`src/stl_pkg.sv`:
```
// Shared types, codes and character classes for the source token lexer.
// No dependencies; the scanner, queue, top level and testbench import this package.
`default_nettype none

package stl_pkg;

	// Token kinds as they appear on the result channel
	typedef enum logic [3:0] {
		K_END     = 4'd0,
		K_NUM     = 4'd1,
		K_INT     = 4'd2,
		K_IF      = 4'd3,
		K_IDENT   = 4'd4,
		K_EQ      = 4'd5,
		K_ASSIGN  = 4'd6,
		K_SEMI    = 4'd7,
		K_PLUS    = 4'd8,
		K_MINUS   = 4'd9,
		K_LPAREN  = 4'd10,
		K_RPAREN  = 4'd11,
		K_LBRACE  = 4'd12,
		K_RBRACE  = 4'd13,
		K_UNKNOWN = 4'd14
	} kind_t;

	// Scanner mode, one-hot
	typedef enum logic [3:0] {
		M_IDLE  = 4'b0001,
		M_NUM   = 4'b0010,
		M_IDENT = 4'b0100,
		M_EQ    = 4'b1000
	} mode_t;

	// Keyword prefix tracker, one-hot
	typedef enum logic [5:0] {
		KW_EMPTY = 6'b000001,
		KW_I     = 6'b000010,
		KW_IN    = 6'b000100,
		KW_INT   = 6'b001000,
		KW_IF    = 6'b010000,
		KW_NONE  = 6'b100000
	} kw_t;

	localparam logic [15:0] LEN_MAX    = 16'hFFFF;
	localparam int          OUTQ_DEPTH = 4;
	localparam int          OUTQ_AW    = $clog2(OUTQ_DEPTH);

	localparam logic [7:0] CH_EQUAL  = 8'h3D;
	localparam logic [7:0] CH_SEMI   = 8'h3B;
	localparam logic [7:0] CH_PLUS   = 8'h2B;
	localparam logic [7:0] CH_MINUS  = 8'h2D;
	localparam logic [7:0] CH_LPAREN = 8'h28;
	localparam logic [7:0] CH_RPAREN = 8'h29;
	localparam logic [7:0] CH_LBRACE = 8'h7B;
	localparam logic [7:0] CH_RBRACE = 8'h7D;
	localparam logic [7:0] CH_UNDER  = 8'h5F;
	localparam logic [7:0] CH_LOW_I  = 8'h69;
	localparam logic [7:0] CH_LOW_N  = 8'h6E;
	localparam logic [7:0] CH_LOW_F  = 8'h66;
	localparam logic [7:0] CH_LOW_T  = 8'h74;

	typedef struct packed {
		kind_t       token_kind;
		logic [15:0] start_pos;
		logic [15:0] token_length;
		logic [7:0]  unknown_byte;
		logic        last_of_run;
	} result_t;

	// Results of one item handed from scanner to output queue
	typedef struct packed {
		logic    v0;
		logic    v1;
		result_t r0;
		result_t r1;
	} push_t;

	function automatic logic is_space(input logic [7:0] c);
		return c inside {8'h20, 8'h09, 8'h0D, 8'h0A};
	endfunction

	function automatic logic is_digit(input logic [7:0] c);
		return c inside {[8'h30:8'h39]};
	endfunction

	function automatic logic is_letter(input logic [7:0] c);
		return (c inside {[8'h61:8'h7A], [8'h41:8'h5A]}) || (c == CH_UNDER);
	endfunction

	function automatic kind_t punct_kind(input logic [7:0] c);
		kind_t k;
		case (c)
			CH_SEMI:   k = K_SEMI;
			CH_PLUS:   k = K_PLUS;
			CH_MINUS:  k = K_MINUS;
			CH_LPAREN: k = K_LPAREN;
			CH_RPAREN: k = K_RPAREN;
			CH_LBRACE: k = K_LBRACE;
			CH_RBRACE: k = K_RBRACE;
			default:   k = K_UNKNOWN;
		endcase
		return k;
	endfunction

	function automatic kw_t kw_next(input kw_t kw, input logic [7:0] c);
		kw_t n;
		n = KW_NONE;
		if (kw == KW_I && c == CH_LOW_N) n = KW_IN;
		if (kw == KW_I && c == CH_LOW_F) n = KW_IF;
		if (kw == KW_IN && c == CH_LOW_T) n = KW_INT;
		return n;
	endfunction

endpackage

`default_nettype wire

```
`src/stl_in_if.sv`:
```
// Byte channel into the lexer: valid/ready plus one source byte word.
// Depends on nothing.
`default_nettype none

interface stl_in_if;
	logic       valid;
	logic       ready;
	logic [7:0] char_code;
	logic       end_of_input;

	modport source (output valid, output char_code, output end_of_input, input ready);
	modport sink   (input valid, input char_code, input end_of_input, output ready);
endinterface

`default_nettype wire

```
`src/stl_out_if.sv`:
```
// Token channel out of the lexer: valid/ready plus one token word.
// Depends on nothing.
`default_nettype none

interface stl_out_if;
	logic        valid;
	logic        ready;
	logic [3:0]  token_kind;
	logic [15:0] start_pos;
	logic [15:0] token_length;
	logic [7:0]  unknown_byte;
	logic        last_of_run;

	modport source (output valid, output token_kind, output start_pos, output token_length,
		output unknown_byte, output last_of_run, input ready);
	modport sink   (input valid, input token_kind, input start_pos, input token_length,
		input unknown_byte, input last_of_run, output ready);
endinterface

`default_nettype wire

```
`src/stl_scan.sv`:
```
// Scanner: input register, lexer state and the per-byte token decision.
// Depends on stl_pkg and stl_in_if.
`default_nettype none

module stl_scan
	import stl_pkg::*;
#(
	parameter int POSITION_BITS = 16
) (
	input  wire          clk,
	input  wire          arst_n,
	stl_in_if.sink       byte_in,
	input  wire          room,
	output push_t        push
);

	localparam int PB = POSITION_BITS;
	localparam logic [PB-1:0] POS_MAX = '1;

	logic          item_v_q;
	logic [7:0]    char_s1;
	logic          eoi_s1;
	logic          advance;

	mode_t         mode_q,  mode_d;
	kw_t           kw_q,    kw_d;
	logic [PB-1:0] start_q, start_d;
	logic [PB-1:0] pos_q,   pos_d;
	logic [15:0]   len_q,   len_d;

	logic          fl_v, own_v;
	result_t       fl_r, own_r;
	kind_t         fl_kind, pk;
	logic          flush_sel;

	function automatic logic [15:0] sat_pos(input logic [PB-1:0] v);
		logic [PB+15:0] w;
		w = {16'd0, v};
		return (w > (PB+16)'(65535)) ? LEN_MAX : w[15:0];
	endfunction

	assign advance       = item_v_q && room;
	assign byte_in.ready = !item_v_q || room;

	always_ff @(posedge clk or negedge arst_n) begin
		if (!arst_n) begin
			item_v_q <= 1'b0;
		end else if (byte_in.ready) begin
			item_v_q <= byte_in.valid;
		end
	end

	always_ff @(posedge clk) begin
		if (byte_in.valid && byte_in.ready) begin
			char_s1 <= byte_in.char_code;
			eoi_s1  <= byte_in.end_of_input;
		end
	end

	// Token that the pending run would give if closed now
	always_comb begin
		case (mode_q)
			M_NUM:   fl_kind = K_NUM;
			M_IDENT: fl_kind = (kw_q == KW_INT) ? K_INT : ((kw_q == KW_IF) ? K_IF : K_IDENT);
			M_EQ:    fl_kind = K_ASSIGN;
			default: fl_kind = K_END;
		endcase
	end

	assign pk = punct_kind(char_s1);

	always_comb begin
		mode_d  = mode_q;
		kw_d    = kw_q;
		start_d = start_q;
		len_d   = len_q;
		pos_d   = (pos_q < POS_MAX) ? pos_q + PB'(1) : pos_q;

		flush_sel = 1'b0;
		own_v     = 1'b0;
		own_r.token_kind   = K_END;
		own_r.start_pos    = sat_pos(pos_q);
		own_r.token_length = 16'd0;
		own_r.unknown_byte = 8'd0;
		own_r.last_of_run  = 1'b1;

		if (eoi_s1) begin
			flush_sel = 1'b1;
			own_v     = 1'b1;
			mode_d    = M_IDLE;
			kw_d      = KW_EMPTY;
			start_d   = '0;
			len_d     = 16'd0;
			pos_d     = '0;
		end else if (mode_q == M_NUM && is_digit(char_s1)) begin
			if (len_q < LEN_MAX) len_d = len_q + 16'd1;
		end else if (mode_q == M_IDENT && (is_letter(char_s1) || is_digit(char_s1))) begin
			if (len_q < LEN_MAX) len_d = len_q + 16'd1;
			kw_d = kw_next(kw_q, char_s1);
		end else if (mode_q == M_EQ && char_s1 == CH_EQUAL) begin
			own_v = 1'b1;
			own_r.token_kind   = K_EQ;
			own_r.start_pos    = sat_pos(start_q);
			own_r.token_length = 16'd2;
			mode_d = M_IDLE;
			len_d  = 16'd0;
		end else begin
			flush_sel = 1'b1;
			mode_d = M_IDLE;
			len_d  = 16'd0;
			kw_d   = KW_EMPTY;
			if (is_space(char_s1)) begin
				// separator only
			end else if (is_digit(char_s1)) begin
				mode_d  = M_NUM;
				start_d = pos_q;
				len_d   = 16'd1;
			end else if (is_letter(char_s1)) begin
				mode_d  = M_IDENT;
				start_d = pos_q;
				len_d   = 16'd1;
				kw_d    = (char_s1 == CH_LOW_I) ? KW_I : KW_NONE;
			end else if (char_s1 == CH_EQUAL) begin
				mode_d  = M_EQ;
				start_d = pos_q;
				len_d   = 16'd1;
			end else begin
				own_v = 1'b1;
				own_r.token_kind   = pk;
				own_r.token_length = 16'd1;
				own_r.unknown_byte = (pk == K_UNKNOWN) ? char_s1 : 8'd0;
			end
		end
	end

	always_comb begin
		fl_v = flush_sel && (mode_q != M_IDLE);
		fl_r.token_kind   = fl_kind;
		fl_r.start_pos    = sat_pos(start_q);
		fl_r.token_length = (mode_q == M_EQ) ? 16'd1 : len_q;
		fl_r.unknown_byte = 8'd0;
		fl_r.last_of_run  = !own_v;
	end

	// Pack the results in order: pending token first, then this byte's own
	always_comb begin
		push.v0 = advance && (fl_v || own_v);
		push.v1 = advance && fl_v && own_v;
		push.r0 = fl_v ? fl_r : own_r;
		push.r1 = own_r;
	end

	always_ff @(posedge clk or negedge arst_n) begin
		if (!arst_n) begin
			mode_q  <= M_IDLE;
			kw_q    <= KW_EMPTY;
			start_q <= '0;
			len_q   <= 16'd0;
			pos_q   <= '0;
		end else if (advance) begin
			mode_q  <= mode_d;
			kw_q    <= kw_d;
			start_q <= start_d;
			len_q   <= len_d;
			pos_q   <= pos_d;
		end
	end

	a_idle_empty: assert property (@(posedge clk) disable iff (!arst_n)
		(mode_q == M_IDLE) |-> (len_q == 16'd0))
		else $error("idle scanner holds a run length");

	a_eq_single: assert property (@(posedge clk) disable iff (!arst_n)
		(mode_q == M_EQ) |-> (len_q == 16'd1))
		else $error("pending assign not one byte long");

	a_kw_ident: assert property (@(posedge clk) disable iff (!arst_n)
		(kw_q != KW_EMPTY) |-> (mode_q == M_IDENT))
		else $error("keyword tracker active outside identifier");

	a_end_resets: assert property (@(posedge clk) disable iff (!arst_n)
		(advance && eoi_s1) |=> (pos_q == '0 && mode_q == M_IDLE))
		else $error("end of input did not restart the scanner");

	a_pair_order: assert property (@(posedge clk) disable iff (!arst_n)
		push.v1 |-> (push.v0 && !push.r0.last_of_run && push.r1.last_of_run))
		else $error("two-token word order broken");

endmodule

`default_nettype wire

```
`src/stl_outq.sv`:
```
// Output queue: holds tokens until taken, accepts up to two per cycle while two or more slots are free.
// Depends on stl_pkg and stl_out_if.
`default_nettype none

module stl_outq
	import stl_pkg::*;
(
	input  wire        clk,
	input  wire        arst_n,
	input  push_t      push,
	output logic       room,
	stl_out_if.source  token_out
);

	localparam int CW = OUTQ_AW + 1;

	result_t            entry_q [OUTQ_DEPTH];
	logic [OUTQ_AW-1:0] wr_q, rd_q;
	logic [CW-1:0]      count_q;
	logic               pop;
	logic [CW-1:0]      n_push;
	result_t            head;

	assign room   = count_q <= CW'(OUTQ_DEPTH - 2);
	assign pop    = token_out.valid && token_out.ready;
	assign n_push = CW'(push.v0) + CW'(push.v1);
	assign head   = entry_q[rd_q];

	assign token_out.valid        = count_q != '0;
	assign token_out.token_kind   = head.token_kind;
	assign token_out.start_pos    = head.start_pos;
	assign token_out.token_length = head.token_length;
	assign token_out.unknown_byte = head.unknown_byte;
	assign token_out.last_of_run  = head.last_of_run;

	always_ff @(posedge clk) begin
		if (push.v0) entry_q[wr_q] <= push.r0;
		if (push.v1) entry_q[wr_q + OUTQ_AW'(1)] <= push.r1;
	end

	always_ff @(posedge clk or negedge arst_n) begin
		if (!arst_n) begin
			wr_q    <= '0;
			rd_q    <= '0;
			count_q <= '0;
		end else begin
			wr_q    <= wr_q + n_push[OUTQ_AW-1:0];
			if (pop) rd_q <= rd_q + OUTQ_AW'(1);
			count_q <= count_q + n_push - CW'(pop);
		end
	end

	a_no_overflow: assert property (@(posedge clk) disable iff (!arst_n)
		count_q <= CW'(OUTQ_DEPTH))
		else $error("output queue overflow");

	a_push_room: assert property (@(posedge clk) disable iff (!arst_n)
		push.v0 |-> room)
		else $error("token pushed without room");

	a_v1_needs_v0: assert property (@(posedge clk) disable iff (!arst_n)
		push.v1 |-> push.v0)
		else $error("second token pushed without first");

endmodule

`default_nettype wire

```
`src/source_token_lexer_core.sv`:
```
// Source token lexer, top level: scanner followed by the output queue.
// Depends on stl_pkg, stl_in_if, stl_out_if, stl_scan and stl_outq.
//
//  channel    dir  word                                   handshake
//  byte_in    in   char_code[8], end_of_input             valid/ready
//  token_out  out  token_kind[4], start_pos[16],          valid/ready
//                  token_length[16], unknown_byte[8], last_of_run
//
// One byte word per cycle is taken while the queue has room; a byte's tokens are written
// from the input register into the queue and leave from its head. A byte gives zero, one
// or two tokens and the token side drains one per cycle, so the queue can fill up.
// The four-entry output queue stalls the input register when fewer than two slots remain.
// arst_n clears the scanner to idle at position 0 and empties the queue.
`default_nettype none

module source_token_lexer_core
	import stl_pkg::*;
#(
	parameter int POSITION_BITS = 16
) (
	input  wire        clk,
	input  wire        arst_n,
	stl_in_if.sink     byte_in,
	stl_out_if.source  token_out
);

	push_t push;
	logic  room;

	stl_scan #(
		.POSITION_BITS (POSITION_BITS)
	) u_scan (
		.clk     (clk),
		.arst_n  (arst_n),
		.byte_in (byte_in),
		.room    (room),
		.push    (push)
	);

	stl_outq u_outq (
		.clk       (clk),
		.arst_n    (arst_n),
		.push      (push),
		.room      (room),
		.token_out (token_out)
	);

endmodule

`default_nettype wire

```
`src/flat_wrapper.sv`:
```
// flat-port wrapper written by rule: the top's interface ports become plain ports
module source_token_lexer_core_flat import stl_pkg::*;
#(
	parameter int POSITION_BITS = 16
)
  (clk, arst_n, byte_in_valid, byte_in_char_code, byte_in_end_of_input, byte_in_ready, token_out_valid, token_out_token_kind, token_out_start_pos, token_out_token_length, token_out_unknown_byte, token_out_last_of_run, token_out_ready);
  stl_in_if byte_in_i ();
  stl_out_if token_out_i ();
  input  wire clk;
  input  wire arst_n;
  input wire logic [$bits(byte_in_i.valid)-1:0] byte_in_valid;
  input wire logic [$bits(byte_in_i.char_code)-1:0] byte_in_char_code;
  input wire logic [$bits(byte_in_i.end_of_input)-1:0] byte_in_end_of_input;
  output wire logic [$bits(byte_in_i.ready)-1:0] byte_in_ready;
  output wire logic [$bits(token_out_i.valid)-1:0] token_out_valid;
  output wire logic [$bits(token_out_i.token_kind)-1:0] token_out_token_kind;
  output wire logic [$bits(token_out_i.start_pos)-1:0] token_out_start_pos;
  output wire logic [$bits(token_out_i.token_length)-1:0] token_out_token_length;
  output wire logic [$bits(token_out_i.unknown_byte)-1:0] token_out_unknown_byte;
  output wire logic [$bits(token_out_i.last_of_run)-1:0] token_out_last_of_run;
  input wire logic [$bits(token_out_i.ready)-1:0] token_out_ready;
  assign byte_in_i.valid = byte_in_valid;
  assign byte_in_i.char_code = byte_in_char_code;
  assign byte_in_i.end_of_input = byte_in_end_of_input;
  assign byte_in_ready = byte_in_i.ready;
  assign token_out_valid = token_out_i.valid;
  assign token_out_token_kind = token_out_i.token_kind;
  assign token_out_start_pos = token_out_i.start_pos;
  assign token_out_token_length = token_out_i.token_length;
  assign token_out_unknown_byte = token_out_i.unknown_byte;
  assign token_out_last_of_run = token_out_i.last_of_run;
  assign token_out_i.ready = token_out_ready;
  source_token_lexer_core #(.POSITION_BITS(POSITION_BITS)) u_core (.clk(clk), .arst_n(arst_n), .byte_in(byte_in_i), .token_out(token_out_i));
endmodule
```
`config.mk`:
```
export PLATFORM = sky130hd
export DESIGN_NAME = source_token_lexer_core_flat
export DESIGN_NICKNAME = d
export VERILOG_FILES = /design/src/stl_pkg.sv /design/src/stl_in_if.sv /design/src/stl_out_if.sv /design/src/stl_scan.sv /design/src/stl_outq.sv /design/src/source_token_lexer_core.sv /design/src/flat_wrapper.sv
export SDC_FILE = /design/constraint.sdc
export NUM_CORES = 1
export LEC_CHECK = 0
export BUFFER_PORTS_ARGS = -buffer_cell sky130_fd_sc_hd__buf_2
export CAP_MARGIN = 20
export CORE_MARGIN = 2
export CORE_UTILIZATION = 40
export CTS_CLUSTER_SIZE = 16
export DETAILED_ROUTE_END_ITERATION = 10
export PLACE_DENSITY = 0.55
export SETUP_SLACK_MARGIN = 0.05
export SLEW_MARGIN = 5
export SYNTH_ARGS = -nofsm -noshare
export SYNTH_HDL_FRONTEND = slang
export SYNTH_SLANG_ARGS = --single-unit
export TNS_END_PERCENT = 1
```
`constraint.sdc`:
```
create_clock -name clk -period 5.45 [get_ports clk]
set_clock_uncertainty 0.05 [all_clocks]
set_input_delay 1.09 -clock clk [delete_from_list [all_inputs] [get_ports clk]]
set_output_delay 1.09 -clock clk [all_outputs]
set_load 0.005 [all_outputs]
```
# Word level (Yosys, flattened, before mapping)

Memories as Yosys holds them, arrays and structs flattened.
Index checks and enable logic that the tools add are counted.

Output and inout bits: 47
Input bits: 13
Memories kept: 1
Memory bits (writable): 180
Register bits: 75
Logic and storage cells: 167

Add/sub/neg operators: 8
Reductions and logical operators: 31
Magnitude comparators: 9
Muxes and demuxes: 76
Equal/unequal tests: 31

Memory list:

| memory                | words | bits a word | rd ports | clocked after Yosys merged registers in | wr ports | line           | RTL |
|---|---|---|---|---|---|---|---|
| u_core.u_outq.entry_q | 4     | 45          | 1        | 0                                       | 2        | stl_outq.sv:17 | `result_t entry_q [OUTQ_DEPTH];` |

Operators with widths:

| cell                  | count |
|---|---|
| $mux 16               | 17 |
| $mux 44               | 3 |
| $mux 6                | 11 |
| $eq 8x6->1 const B    | 7 |
| $eq 8x7->1 const B    | 7 |
| $mux 4                | 13 |
| $mux 45               | 1 |
| $mux 9                | 4 |
| $add 16x1->16 const B | 2 |
| $lt 16x16->1 const B  | 2 |
| $pmux 4 s7            | 1 |
| $eq 8x4->1 const B    | 3 |
| $mux 1                | 21 |
| $ge 8x7->1 const B    | 2 |
| $le 8x7->1 const B    | 2 |
| $logic_and 1x1->1     | 16 |
| $mux 8                | 2 |
| $pmux 3 s3            | 1 |
| $eq 4x4->1 const B    | 2 |
| $ge 8x6->1 const B    | 1 |
| $le 8x6->1 const B    | 1 |
| $ne 2x2->1 const B    | 4 |
| $reduce_bool 4->1     | 2 |
| $eq 6x2->1 const B    | 1 |
| other kinds (21)      | 29 |

# Logic depth before layout (Yosys ltp)

Gate-level depths: netlist (run 1).

Word-level depth: 16
Depth in mapped cells: 15

# Cells and area by module

Synthesis (run 1) repeated with hierarchy kept, for this count alone.

Cells, all modules: 991
Area total of the unflattened synthesis: 13885.8 µm²

By module, submodules not included:

| module   | cells each | sequential area each (µm²) | times used | area each (µm²) |
|---|---|---|---|---|
| stl_outq | 475        | 5580.4                     | 1          | 9372.7 |
| stl_scan | 516        | 1749.2                     | 1          | 4513.1 |

# Worst setup path before layout (run 1)

Ideal clock, no wire load.

Path type: register -> register
From: reg u_core.u_scan.char_s1[2]
To: reg u_core.u_outq.count_q[2]
Period minus slack after synthesis: 3.492 ns
Data arrival time: 3.320 ns
Required time: 5.277 ns
Setup slack: 1.958 ns
Cell stages (with the launch flop): 15
Path buffers: 2
Path through: edfxtp_1 -> or3b_1 -> a2111oi_0 -> or2_2 -> o211ai_1 -> buf_2 -> buf_2 -> and3_1 -> ha_1 -> inv_1 -> ha_1 -> inv_1 -> ha_1 -> fa_1 -> xnor2_1

Cells in the longest elaborated chain, start to end: 16
Elaborated cells on any way between the ends: 42
Classes of those cells: add/sub (3); order compare (6); eq/ne (6); mux (12); reduce/logical (15)

RTL lines:

| element                                         | line            | RTL |
|---|---|---|
| start: declaration                              | stl_scan.sv:21  | `logic [7:0] char_s1;` |
| start signal: assignment                        | stl_scan.sv:55  | `char_s1 <= byte_in.char_code;` |
| $ge 8x7->1 / $le 8x7->1 (equally long branches) | stl_pkg.sv:87   | `return (c inside {[8'h61:8'h7A], [8'h41:8'h5A]}) \|\| (c == CH_UNDER);` |
| $logic_and 1x1->1                               | stl_pkg.sv:87   |  |
| $reduce_bool 2->1                               | stl_pkg.sv:87   |  |
| $logic_or 1x1->1                                | stl_pkg.sv:87   |  |
| $mux 1                                          | stl_scan.sv:118 | `end else if (is_letter(char_s1)) begin` |
| $mux 1                                          | stl_scan.sv:114 | `end else if (is_digit(char_s1)) begin` |
| $mux 1                                          | stl_scan.sv:112 | `if (is_space(char_s1)) begin` |
| $mux 1                                          | stl_scan.sv:100 | `end else if (mode_q == M_EQ && char_s1 == CH_EQUAL) begin` |
| $mux 1                                          | stl_scan.sv:97  | `end else if (mode_q == M_IDENT && (is_letter(char_s1) \|\| is_digit(char_s1))) begin` |
| $mux 1                                          | stl_scan.sv:95  | `end else if (mode_q == M_NUM && is_digit(char_s1)) begin` |
| $mux 1                                          | stl_scan.sv:87  | `if (eoi_s1) begin` |
| $logic_or 1x1->1                                | stl_scan.sv:147 | `push.v0 = advance && (fl_v \|\| own_v);` |
| $logic_and 1x1->1                               | stl_scan.sv:147 |  |
| $add 1x1->2 *                                   | stl_outq.sv:26  | `assign n_push = CW'(push.v0) + CW'(push.v1);` |
| $add 3x2->3 *                                   | stl_outq.sv:49  | `count_q <= count_q + n_push - CW'(pop);` |
| $sub 3x1->3 *                                   | stl_outq.sv:49  |  |
| end signal: assignment                          | stl_outq.sv:49  |  |
| end: declaration                                | stl_outq.sv:19  | `logic [CW-1:0] count_q;` |

Every way passes the cells marked *; elsewhere a longest branch is shown, timed or not.
A chain may end at the register's enable or synchronous reset.

# Worst setup path after layout (run 1)

Ends and elaborated chain as after synthesis.

==> results of run 1 <==
[cell usage after synthesis, drive strengths merged, types with 6 or more instances]
master and instances:
and3 6, inv 31, nand2b 7, nand4 20, clkbuf 69, dfrtp 64, nand2 145, edfxtp 129
o31ai 6, nor3 94, or3 9, ha 7, xnor2 17, xor2 6, nand3 100, a22oi 15
nor4b 7, mux4 45, a31oi 70, buf 53, nor2b 17, o22ai 64, o21ai 78, nor4 13
a21oi 84, and2 9, o211ai 7, nor2 60, dfxtp 60
[per-layer routing]
| layer | up-vias | part of all wire | routed length [µm] |
|---|---|---|---|
| li1 | 5147 | - | - |
| met1 | 5406 | 0.47 | 18100 |
| met2 | 459 | 0.44 | 17000 |
| met3 | 52 | 0.079 | 3070 |
| met4 | 0 | 0.016 | 610 |
| met5 | - | 0 | 0 |
[power breakdown]
part           total, mW  switching, mW  leakage (nW)  internal, mW
Combinational       2.67           1.79          2.38         0.881
Sequential          2.76          0.327          2.57          2.43
Clock               1.79          0.773         0.413          1.02
Total               7.23           2.89          5.36          4.33
[per-stage QoR]
step / utilization / setup slack [ps]
floorplan: - / 1960
global placement: 0.422 / 1280
detailed placement: 0.422 / 1300
CTS: 0.447 / 1270
global route: 0.448 / 1050
finish: 0.448 / 1340
[final cells by class]
class | instances | area (µm²) | area share
timing repair buffer | 95 | 573 | 0.0383
clock inverter | 12 | 90.1 | 0.00602
multi-input combinational | 946 | 6140 | 0.410
inverter | 32 | 120 | 0.00802
sequential | 255 | 6730 | 0.450
tap | 448 | 561 | 0.0374
clock buffer | 38 | 759 | 0.0507
[worst max-delay path, delay by kind of cell, from the launching register on]
| kind | cells | cell delay, ps |
|---|---|---|
| adders and majority gates | 4 | 1130 |
| and+or+nand+nor | 3 | 800 |
| AOI/OAI and AO/OA | 2 | 730 |
| DFF | 1 | 610 |
| buffers and inverters | 3 | 530 |
| xor gates and xnor gates | 1 | 130 |
[flip-flops by register name (all words and copies together) (netlist names)]
name and cells:
u_core.u_outq.entry_q 180, u_core.u_scan.len_q 16, u_core.u_scan.pos_q 16, u_core.u_scan.start_q 16
u_core.u_scan.char_s1 8, u_core.u_scan.kw_q 6, u_core.u_scan.mode_q 4, u_core.u_outq.count_q 3
u_core.u_outq.rd_q 2, u_core.u_outq.wr_q 2, u_core.u_scan.eoi_s1 1, u_core.u_scan.item_v_q 1
[path summary, 6_finish.rpt]
check | to | slack, ps | cells after the start
min | u_core.u_outq.entry_q[2][22]$_SDFFE_PP0P_ | 430 | 2
max reg2reg | u_core.u_outq.count_q[2]$_DFF_PN0_ | 1340 | 13
max | u_core.u_outq.count_q[2]$_DFF_PN0_ | 1340 | 13
min in group asynchronous | u_core.u_scan.item_v_q$_DFFE_PN0N_ | 580 | 1
max in group asynchronous | u_core.u_outq.rd_q[0]$_DFFE_PN0P_ | 3770 | 2
min reg2reg | u_core.u_outq.entry_q[2][22]$_SDFFE_PP0P_ | 430 | 2
[cells by family (layout without fill, tap and decap cells)]
group / after synthesis / after routing / share of synthesized area
flops: 255 / 255 / 0.496
compound gates: 351 / 351 / 0.156
mux: 49 / 49 / 0.0779
buf+inv: 154 / 177 / 0.0511
xor+xnor: 23 / 23 / 0.0149
fa+ha+maj: 8 / 8 / 0.00794
simple gates: 515 / 515 / 0.196
==> metrics.md, run 1 <==
| Metric | Value |
|---|---|
| Initial DRC count | 1230 |
| Num Clock Sinks | 255 |
| Chip Height | 188 µm |
| Total Power | 7.23 mW |
| Final Cycle Share | 0.754 |
| Least-Margin Pin Slew | 928 ps |
| Hpwl dp | 25.2 mm |
| Num ports | 60 |
| DRC violation count after routing | 0 |
| Cell repeated most along the worst path | ha_1 |
| H-Tree Depth | 1 |
| First-pass GRT wire length | 61.5 mm |
| Hold path start | u_core.u_outq.entry_q[2][22]$_SDFFE_PP0P_ |
| Tightest Hold Check Type | reg -> reg |
| Main synth FF type | edfxtp_1 |
| Port Buffers | 59 |
| Antenna violations before repair | 0 |
| Area grow syn2layout | 10.5% |
| Slew Limit Fails | 0 |
| Grt total ovfl | 0 |
| DIE AREA | 35400 µm² |
| CTS Buf Count | 29 |
| Worst setup EP type | flop |
| Final TNS setup | 0 ps |
| Clock latency at the later pin of the worst-skew pair | 560 ps |
| Number of diodes | 0 |
| Met2 GRT Util | 0.316 |
| Setup repair bufs after CTS | 0 |
| Number of flops mapped to enable cells by yosys | 129 |
| Placed Cells | 1775 |
| Final setup violation count | 0 |
| Most Crowded Layer GR | met1 |
| Critical Path RT | 5840 ps |
| Synth warn | 0 |
| Fmax achieved | 0.243 GHz |
| Routed vias | 11100 |
| Via density | 6.06 |
| Fin area | 15000 µm² |
| Final ANT Viol Nets | 0 |
| # hold bufs at CTS | 0 |
| Peak VDD IR | 0.297 mV |
| Commonest non-fill, non-tap cell in the layout | nand2_1 |
| Core box area | 33400 µm² |
| Area contributors post-synth | edfxtp_1 (29%), dfrtp_1 (12%), dfxtp_1 (8.9%) |
| Gr usage total | 0.219 |
| Final wirelength | 38.8 mm |
| Most frequent cells in the layout | nand2_1 (145), edfxtp_1 (129), nand3_1 (100) |
| Fin crit period | 4110 ps |
| CTS tree | yes |
| CP Cell Sequence | or3b_1 > a2111oi_0 > or2_2 > o211a_1 > buf_4 > nor2_1 > ha_1 > inv_1 > ha_1 > inv_1 > ha_1 > fa_1 > xnor2_1 |
| Largest net degree at the start of global routing | 92 |
| Worst-path maximum fanout | 57 |
| Crit path DAT | 4500 ps |
| Crit path launch type | flop |
| GR Util met3 | 0.0341 |
| FF+latch count, synth | 255 |
| Max cap viols | 0 |
| Clk root buf | clkbuf_16 |
| Number of global-route vias before repair | 10400 |
| Synth Net Count | 1376 |
| Post-cts sizing count | 0 |
| Largest area contributor in the netlist | edfxtp_1 |
| Syn_area_per_cell | 10.0 µm² |
| RD Place Congestion | 0.830 |
| Mapped Area | 13600 µm² |
| Leakage | 5.36 nW |
| Final cell count without fillers | 1826 |
| Die Wd | 188 µm |
| Initial Utilization | 0.405 |
| R2R Path Start | u_core.u_scan.char_s1[2]$_DFFE_PP_ |
| Hold_ws | 429 ps |
| Pwr Density | 483 nW/µm² |
| Nets | 1380 |
| DR pass1 iterations | 6 |
| Dpl cell area | 14100 µm² |
| Maximum clock path buffer count | 3 |
| WS Path Type | reg -> reg |
| Asr flop ratio synth | 0.259 |
| Share of cells above drive strength 1 | 0.156 |
| Yosys top cell area share | 0.286 |
| Post-synthesis sequential area ratio | 0.496 |
| CP max stage delay | 610 ps |
| Final Hold Vio Count | 0 |
| Row cnt | 67 |
| Slew HR | 0.379 |
| Post-synthesis cell count | 1355 |
| RSZ-0062 raised after global routing | no |
| Reg clk slew, reported paths | 60 ps |
| Setup crit start | u_core.u_scan.char_s1[2]$_DFFE_PP_ |
| Outcome | completed |
| WL/cell | 21.2 µm |
| Yosys cell types | 79 |
| GR Util met1 | 0.342 |
| CP max-delay cell | edfxtp_1 |
| # fillers | 3210 |
(Power assumes the default switching activity.)
==> run 2, diff against run 1 <==
==> constraint.sdc (replaced) <==
create_clock -name clk -period 4.13 [get_ports clk]
set_clock_uncertainty 0.05 [all_clocks]
set_input_delay 0.826 -clock clk [delete_from_list [all_inputs] [get_ports clk]]
set_output_delay 0.826 -clock clk [all_outputs]
set_load 0.005 [all_outputs]
==> run 2 against run 1 <==
Critical path depth decreased by 1. Final cell count up 1.4%. Global-route usage grew 0.18 points. Hold slack got worse by 150 ps. Sequential power up 30%. Combinational power rose by 39%. First-iteration DRC count down 4.4%. Non-clock buffer count grew 21. Die area did not move. Worst setup slack worse by 980 ps. Critical path type unchanged.
==> metrics.md, run 2 (synthesis results as in run 1) <==
| Metric | Value |
|---|---|
| Num ports | 60 (unchanged) |
| Chip Height | 188 µm (unchanged) |
| Reg clk slew, reported paths | 60 ps (about the same) |
| Fin crit period | 3770 ps (-337 ps) |
| # hold bufs at CTS | 0 (unchanged) |
| Final Hold Vio Count | 0 (unchanged) |
| Via density | 6.02 (-0.61%) |
| Crit path DAT | 4160 ps (-340 ps) |
| Max reg flops | 180 (unchanged) |
| RD Place Congestion | 0.831 (+0.22%) |
| Slew Limit Fails | 0 (unchanged) |
| Core box area | 33400 µm² (unchanged) |
| Final setup violation count | 0 (unchanged) |
| Least-Margin Pin Slew | 1050 ps (+127 ps) |
| Setup ws final | 360 ps (-983 ps) |
| Routed vias | 11100 (+0.75%) |
| Area grow syn2layout | 12.7% |
| Clk root buf | clkbuf_16 |
| WL/cell | 21.1 µm (-0.79%) |
| Hpwl dp | 25.5 mm (+1.4%) |
| Critical Path RT | 4520 ps (-1320 ps) |
| Post-cts sizing count | 0 (unchanged) |
| Most frequent cells in the layout | nand2_1 (145), edfxtp_1 (129), nand3_1 (100) |
| Clock latency at the later pin of the worst-skew pair | 560 ps (about the same) |
| Number of global-route vias before repair | 10500 (+1.0%) |
| Row cnt | 67 (unchanged) |
| Final Cycle Share | 0.913 (+0.159) |
| First-pass GRT wire length | 62.0 mm (+0.83%) |
| Initial DRC count | 1176 (-4.4%) |
| Final ANT Viol Nets | 0 (unchanged) |
| Largest net degree at the start of global routing | 93 (+1.1%) |
| Tightest Hold Check Type | in -> async |
| Outcome | completed |
| CTS tree | yes |
| RSZ-0062 raised after global routing | no |
| CTS Buf Count | 29 (unchanged) |
| Final wirelength | 39.0 mm (+0.57%) |
| Share of cells above drive strength 1 | 0.174 (+0.0179) |
| Pwr Density | 651 nW/µm² (+35%) |
| Crit path launch type | flop |
| Nets | 1401 (+1.5%) |
| Grt total ovfl | 0 (unchanged) |
| Number of diodes | 0 (unchanged) |
| Initial Utilization | 0.405 (unchanged) |
| Worst-path maximum fanout | 12 (-79%) |
| Num Clock Sinks | 255 (unchanged) |
| DRC violation count after routing | 0 (unchanged) |
| Max cap viols | 0 (unchanged) |
| Worst setup EP type | flop |
| Gr usage total | 0.221 (+0.00184) |
| Placement Setup Slack | 445 ps (-851 ps) |
| Port Buffers | 59 (unchanged) |
| Commonest non-fill, non-tap cell in the layout | nand2_1 |
| Peak VDD IR | 0.553 mV (+86%) |
| Setup repair bufs after CTS | 0 (unchanged) |
| Antenna violations before repair | 0 (unchanged) |
| H-Tree Depth | 1 (unchanged) |
| Leakage | 5.53 nW (+3.1%) |
| Reg with most FFs | u_core.u_outq.entry_q |
| Slew HR | 0.292 (-0.0868) |
| Maximum clock path buffer count | 3 (unchanged) |
| DR pass1 iterations | 5 (-1) |
| Die Wd | 188 µm (unchanged) |
| Fmax achieved | 0.265 GHz (+8.9%) |
| WS Path Type | reg -> reg |
| Final TNS setup | 0 ps (unchanged) |
| DIE AREA | 35400 µm² (unchanged) |
run 2: changes by cell type in the layout (fill, tap and decap cells not counted):
| cell | delta |
|---|---|
| buf_4 | +20 |
| bufinv_16 | +3 |
| clkbuf_8 | +3 |
| buf_12 | +2 |
| clkbuf_1 | -2 |
| clkinv_1 | -2 |
| clkinv_4 | +2 |
| clkinvlp_4 | +2 |
| buf_8 | -1 |
| clkinv_2 | -1 |
| inv_6 | -1 |
run 2: critical path, stage by stage, from the launching register on:
cell and delay, ps:
edfxtp_1 550, or3b_1 420, a2111oi_0 700, or2_2 250
o211ai_1 110, and3_1 190, ha_1 320, inv_1 60
ha_1 270, inv_1 40, ha_1 190, fa_1 380
xnor2_1 140
run 2: per-stage QoR:
step	hold slack, ps	power (mW)	std cells	instance area [µm²]	utilization
final	277	9.96	1851	15300	0.457
after global routing	309	10.5	1851	15300	0.457
after CTS	282	10.0	1851	15300	0.457
after detailed placement	419	7.35	1797	14300	0.428
after global placement	411	7.29	1797	14300	0.428
after floorplan	397	6.02	1355	13600	-
run 2: path summary, 6_finish.rpt:
kind	from	end	slack, ps	cells after the start
setup / recovery	u_core.u_scan.char_s1[0]$_DFFE_PP_	u_core.u_outq.count_q[2]$_DFF_PN0_	360	12
hold reg to reg	u_core.u_outq.entry_q[2][24]$_SDFFE_PP0P_	u_core.u_outq.entry_q[2][24]$_SDFFE_PP0P_	430	2
hold / removal	arst_n	u_core.u_scan.start_q[10]$_DFFE_PN0P_	280	1
setup reg to reg	u_core.u_scan.char_s1[0]$_DFFE_PP_	u_core.u_outq.count_q[2]$_DFF_PN0_	360	12
max in group asynchronous	arst_n	u_core.u_scan.mode_q[0]$_DFFE_PN1P_	2960	2
min in group clk	byte_in_char_code[5]	u_core.u_scan.char_s1[5]$_DFFE_PP_	390	1
run 2: layout make-up:
type	count	area, µm²
flip-flops and latches	255	6730
repair buffers	116	748
clock inverters	15	191
clock buffers	39	793
inverters	32	120
well taps	448	561
fillers	3073	18200
multi-input cells	946	6140
run 2: where the power goes:
group	internal (mW)	leakage (nW)	switching (mW)
Sequential	3.21	2.57	0.378
Combinational	1.25	2.48	2.47
Clock	1.60	0.472	1.06
run 2: layer usage:
metal,global-route usage,vias up,part of all wire
met5,0,-,0
met4,0.0430,0,0.014
met3,0.0387,53,0.081
met2,0.329,508,0.43
met1,0.337,5407,0.47
li1,-,5179,-
==> run 3, diff against run 2 <==
--- a/config.mk
+++ b/config.mk
@@ -11,7 +11,6 @@
 export CORE_UTILIZATION = 40
 export CTS_CLUSTER_SIZE = 16
 export DETAILED_ROUTE_END_ITERATION = 10
-export PLACE_DENSITY = 0.55
 export SETUP_SLACK_MARGIN = 0.05
 export SLEW_MARGIN = 5
 export SYNTH_ARGS = -nofsm -noshare
==> run 3 against run 2 <==
First-iteration DRC count increased by 13%. Utilization decreased by 0.28 points. Final cell count fell by 0.22%. Sequential share of layout area rose by 0.28 points. Hold slack improved by 5.4 ps. Cell area decreased by 0.62%. Register-to-register slack improved by 100 ps. Die area unchanged. Critical endpoint unchanged. Largest power group unchanged.
==> metrics.md, run 3 (synthesis results as in run 1) <==
| Metric | Value |
|---|---|
| Routed vias | 11200 (+0.75%) |
| DRC violation count after routing | 0 (unchanged) |
| Number of global-route vias before repair | 10700 (+2.1%) |
| CP Cell Sequence | or3b_1 > a2111oi_0 > or2_2 > o211ai_1 > and3_1 > ha_1 > inv_1 > ha_1 > inv_1 > ha_1 > fa_1 > xnor2_1 |
| Slew HR | 0.343 (+0.0513) |
| R2R setup slack | 460 ps (+100 ps) |
| Reg2reg path depth | 12 (unchanged) |
| Chip Height | 188 µm (unchanged) |
| Hpwl dp | 25.5 mm (-0.13%) |
| DR pass1 iterations | 8 (+3) |
| Num Clock Sinks | 255 (unchanged) |
| CTS tree | yes |
| Clk root buf | clkbuf_16 |
| R2R Path Start | u_core.u_scan.char_s1[0]$_DFFE_PP_ |
| Max reg flops | 180 (unchanged) |
| Setup crit start | u_core.u_scan.char_s1[0]$_DFFE_PP_ |
| Port Buffers | 59 (unchanged) |
| Area grow syn2layout | 12.0% |
| Cell repeated most along the worst path | ha_1 |
| WL/cell | 21.3 µm (+1.3%) |
| Total Power | 9.79 mW (-1.6%) |
| Setup repair bufs after CTS | 0 (unchanged) |
| Tightest Hold Check Type | in -> async |
| Post-cts sizing count | 0 (unchanged) |
| Reg clk slew, reported paths | 60 ps (about the same) |
| Commonest non-fill, non-tap cell in the layout | nand2_1 |
| Initial Utilization | 0.405 (unchanged) |
| Pwr Density | 645 nW/µm² (-1.0%) |
| RD Place Congestion | 0.873 (+5.0%) |
| Fmax achieved | 0.273 GHz (+2.8%) |
| Crit path DAT | 4060 ps (-100 ps) |
| Least-Margin Pin Slew | 981 ps (-73.4 ps) |
| Antenna violations before repair | 0 (unchanged) |
| Final TNS setup | 0 ps (unchanged) |
| Share of cells above drive strength 1 | 0.173 (-0.000809) |
| First-pass GRT wire length | 62.4 mm (+0.68%) |
| Slew Limit Fails | 0 (unchanged) |
| Nets | 1397 (-0.29%) |
| H-Tree Depth | 1 (unchanged) |
| Reg with most FFs | u_core.u_outq.entry_q |
| Maximum clock path buffer count | 3 (unchanged) |
| # hold bufs at CTS | 0 (unchanged) |
| Final setup violation count | 0 (unchanged) |
| Final ANT Viol Nets | 0 (unchanged) |
| Gr usage total | 0.223 (+0.00247) |
| Grt total ovfl | 0 (unchanged) |
| Worst setup EP type | flop |
| Leakage | 5.49 nW (-0.75%) |
| Final Hold Vio Count | 0 (unchanged) |
| End of the worst register-to-register path | u_core.u_outq.count_q[2]$_DFF_PN0_ |
| CTS Buf Count | 28 (-3.4%) |
| Most frequent cells in the layout | nand2_1 (145), edfxtp_1 (129), nand3_1 (100) |
| RSZ-0062 raised after global routing | no |
| Clock latency at the later pin of the worst-skew pair | 560 ps (about the same) |
| WS Path Type | reg -> reg |
| DIE AREA | 35400 µm² (unchanged) |
| Row cnt | 67 (unchanged) |
| # fillers | 3141 (+2.2%) |
| Largest delay share family, worst path | adder cells |
| Peak VDD IR | 0.342 mV (-38%) |
| Core box area | 33400 µm² (unchanged) |
| Final wirelength | 39.4 mm (+1.1%) |
| Layout Utilization | 0.454 (-0.00284) |
| Outcome | completed |
| Initial DRC count | 1324 (+13%) |
| CP max-delay cell | a2111oi_0 |
| CP max stage delay | 660 ps (-40 ps) |
| Via density | 6.08 (+0.97%) |
| Hold_ws | 282 ps (+5.37 ps) |
| Fin crit period | 3670 ps (-102 ps) |
| Num ports | 60 (unchanged) |
| Crit path launch type | flop |
| CP Buf/Inv Count | 2 (unchanged) |
| Final Cycle Share | 0.888 (-0.0246) |
| Critical Path RT | 4520 ps (about the same) |
| Die Wd | 188 µm (unchanged) |
| Max cap viols | 0 (unchanged) |
| Worst-path maximum fanout | 12 (unchanged) |
| Largest net degree at the start of global routing | 77 (-17%) |
## run 3: changes by cell type in the layout (fill, tap and decap cells not counted), sizes merged
cell    before  now
buf        116  113
clkinv       8   11
bufinv       4    2
clkbuf      39   37
diode        0    1
inv         32   31
## run 3: final cells by class
class,instances,area [µm²],area share
antenna,1,2.50,0.000165
tap,448,561,0.0369
inverter,32,120,0.00791
clock inverter,15,138,0.00906
timing repair buffer,113,701,0.0461
multi-input combinational,946,6140,0.404
sequential,255,6730,0.443
clock buffer,37,797,0.0525
## run 3: worst max-delay path by stage
stage	end	slack, ps	cells after the start
after floorplan	u_core.u_outq.count_q[2]$_DFF_PN0_	640	14
after global placement	u_core.u_outq.count_q[2]$_DFF_PN0_	460	12
after detailed placement	u_core.u_outq.count_q[2]$_DFF_PN0_	510	12
after CTS	u_core.u_outq.count_q[2]$_DFF_PN0_	490	12
after global routing	u_core.u_outq.count_q[2]$_DFF_PN0_	270	12
final	u_core.u_outq.count_q[2]$_DFF_PN0_	460	12
## run 3: power by group
| group | switching [mW] | leakage [nW] | internal, mW |
|---|---|---|---|
| clock network | 1.05 | 0.456 | 1.48 |
| registers | 0.360 | 2.57 | 3.22 |
| logic | 2.48 | 2.46 | 1.21 |
| total | 3.89 | 5.49 | 5.91 |
## run 3: worst reg2reg max path: cells and delay by family, from the launching register on
family / cells / cell delay, ps
AND/OR/NAND/NOR: 3 / 840
flip-flops: 1 / 540
XOR/XNOR: 1 / 140
buffers and inverters: 2 / 90
adder cells (fa/ha/maj): 4 / 1120
AO/OA/AOI/OAI: 2 / 770
## run 3: metrics by stage
step	setup WS, ps	area [µm²]	instances
after detailed placement	514	14300	1794
after global routing	274	15200	1846
after floorplan	638	13600	1355
after CTS	491	15200	1846
final	461	15200	1847
after global placement	459	14300	1794
## run 3: layer usage
layer  vias up  GRT usage  part of all wire
met3        62     0.0386             0.091
met5         -          0                 0
li1       5176          -                 -
met1      5484      0.328              0.45
met2       509      0.336              0.44
met4         0     0.0675             0.023
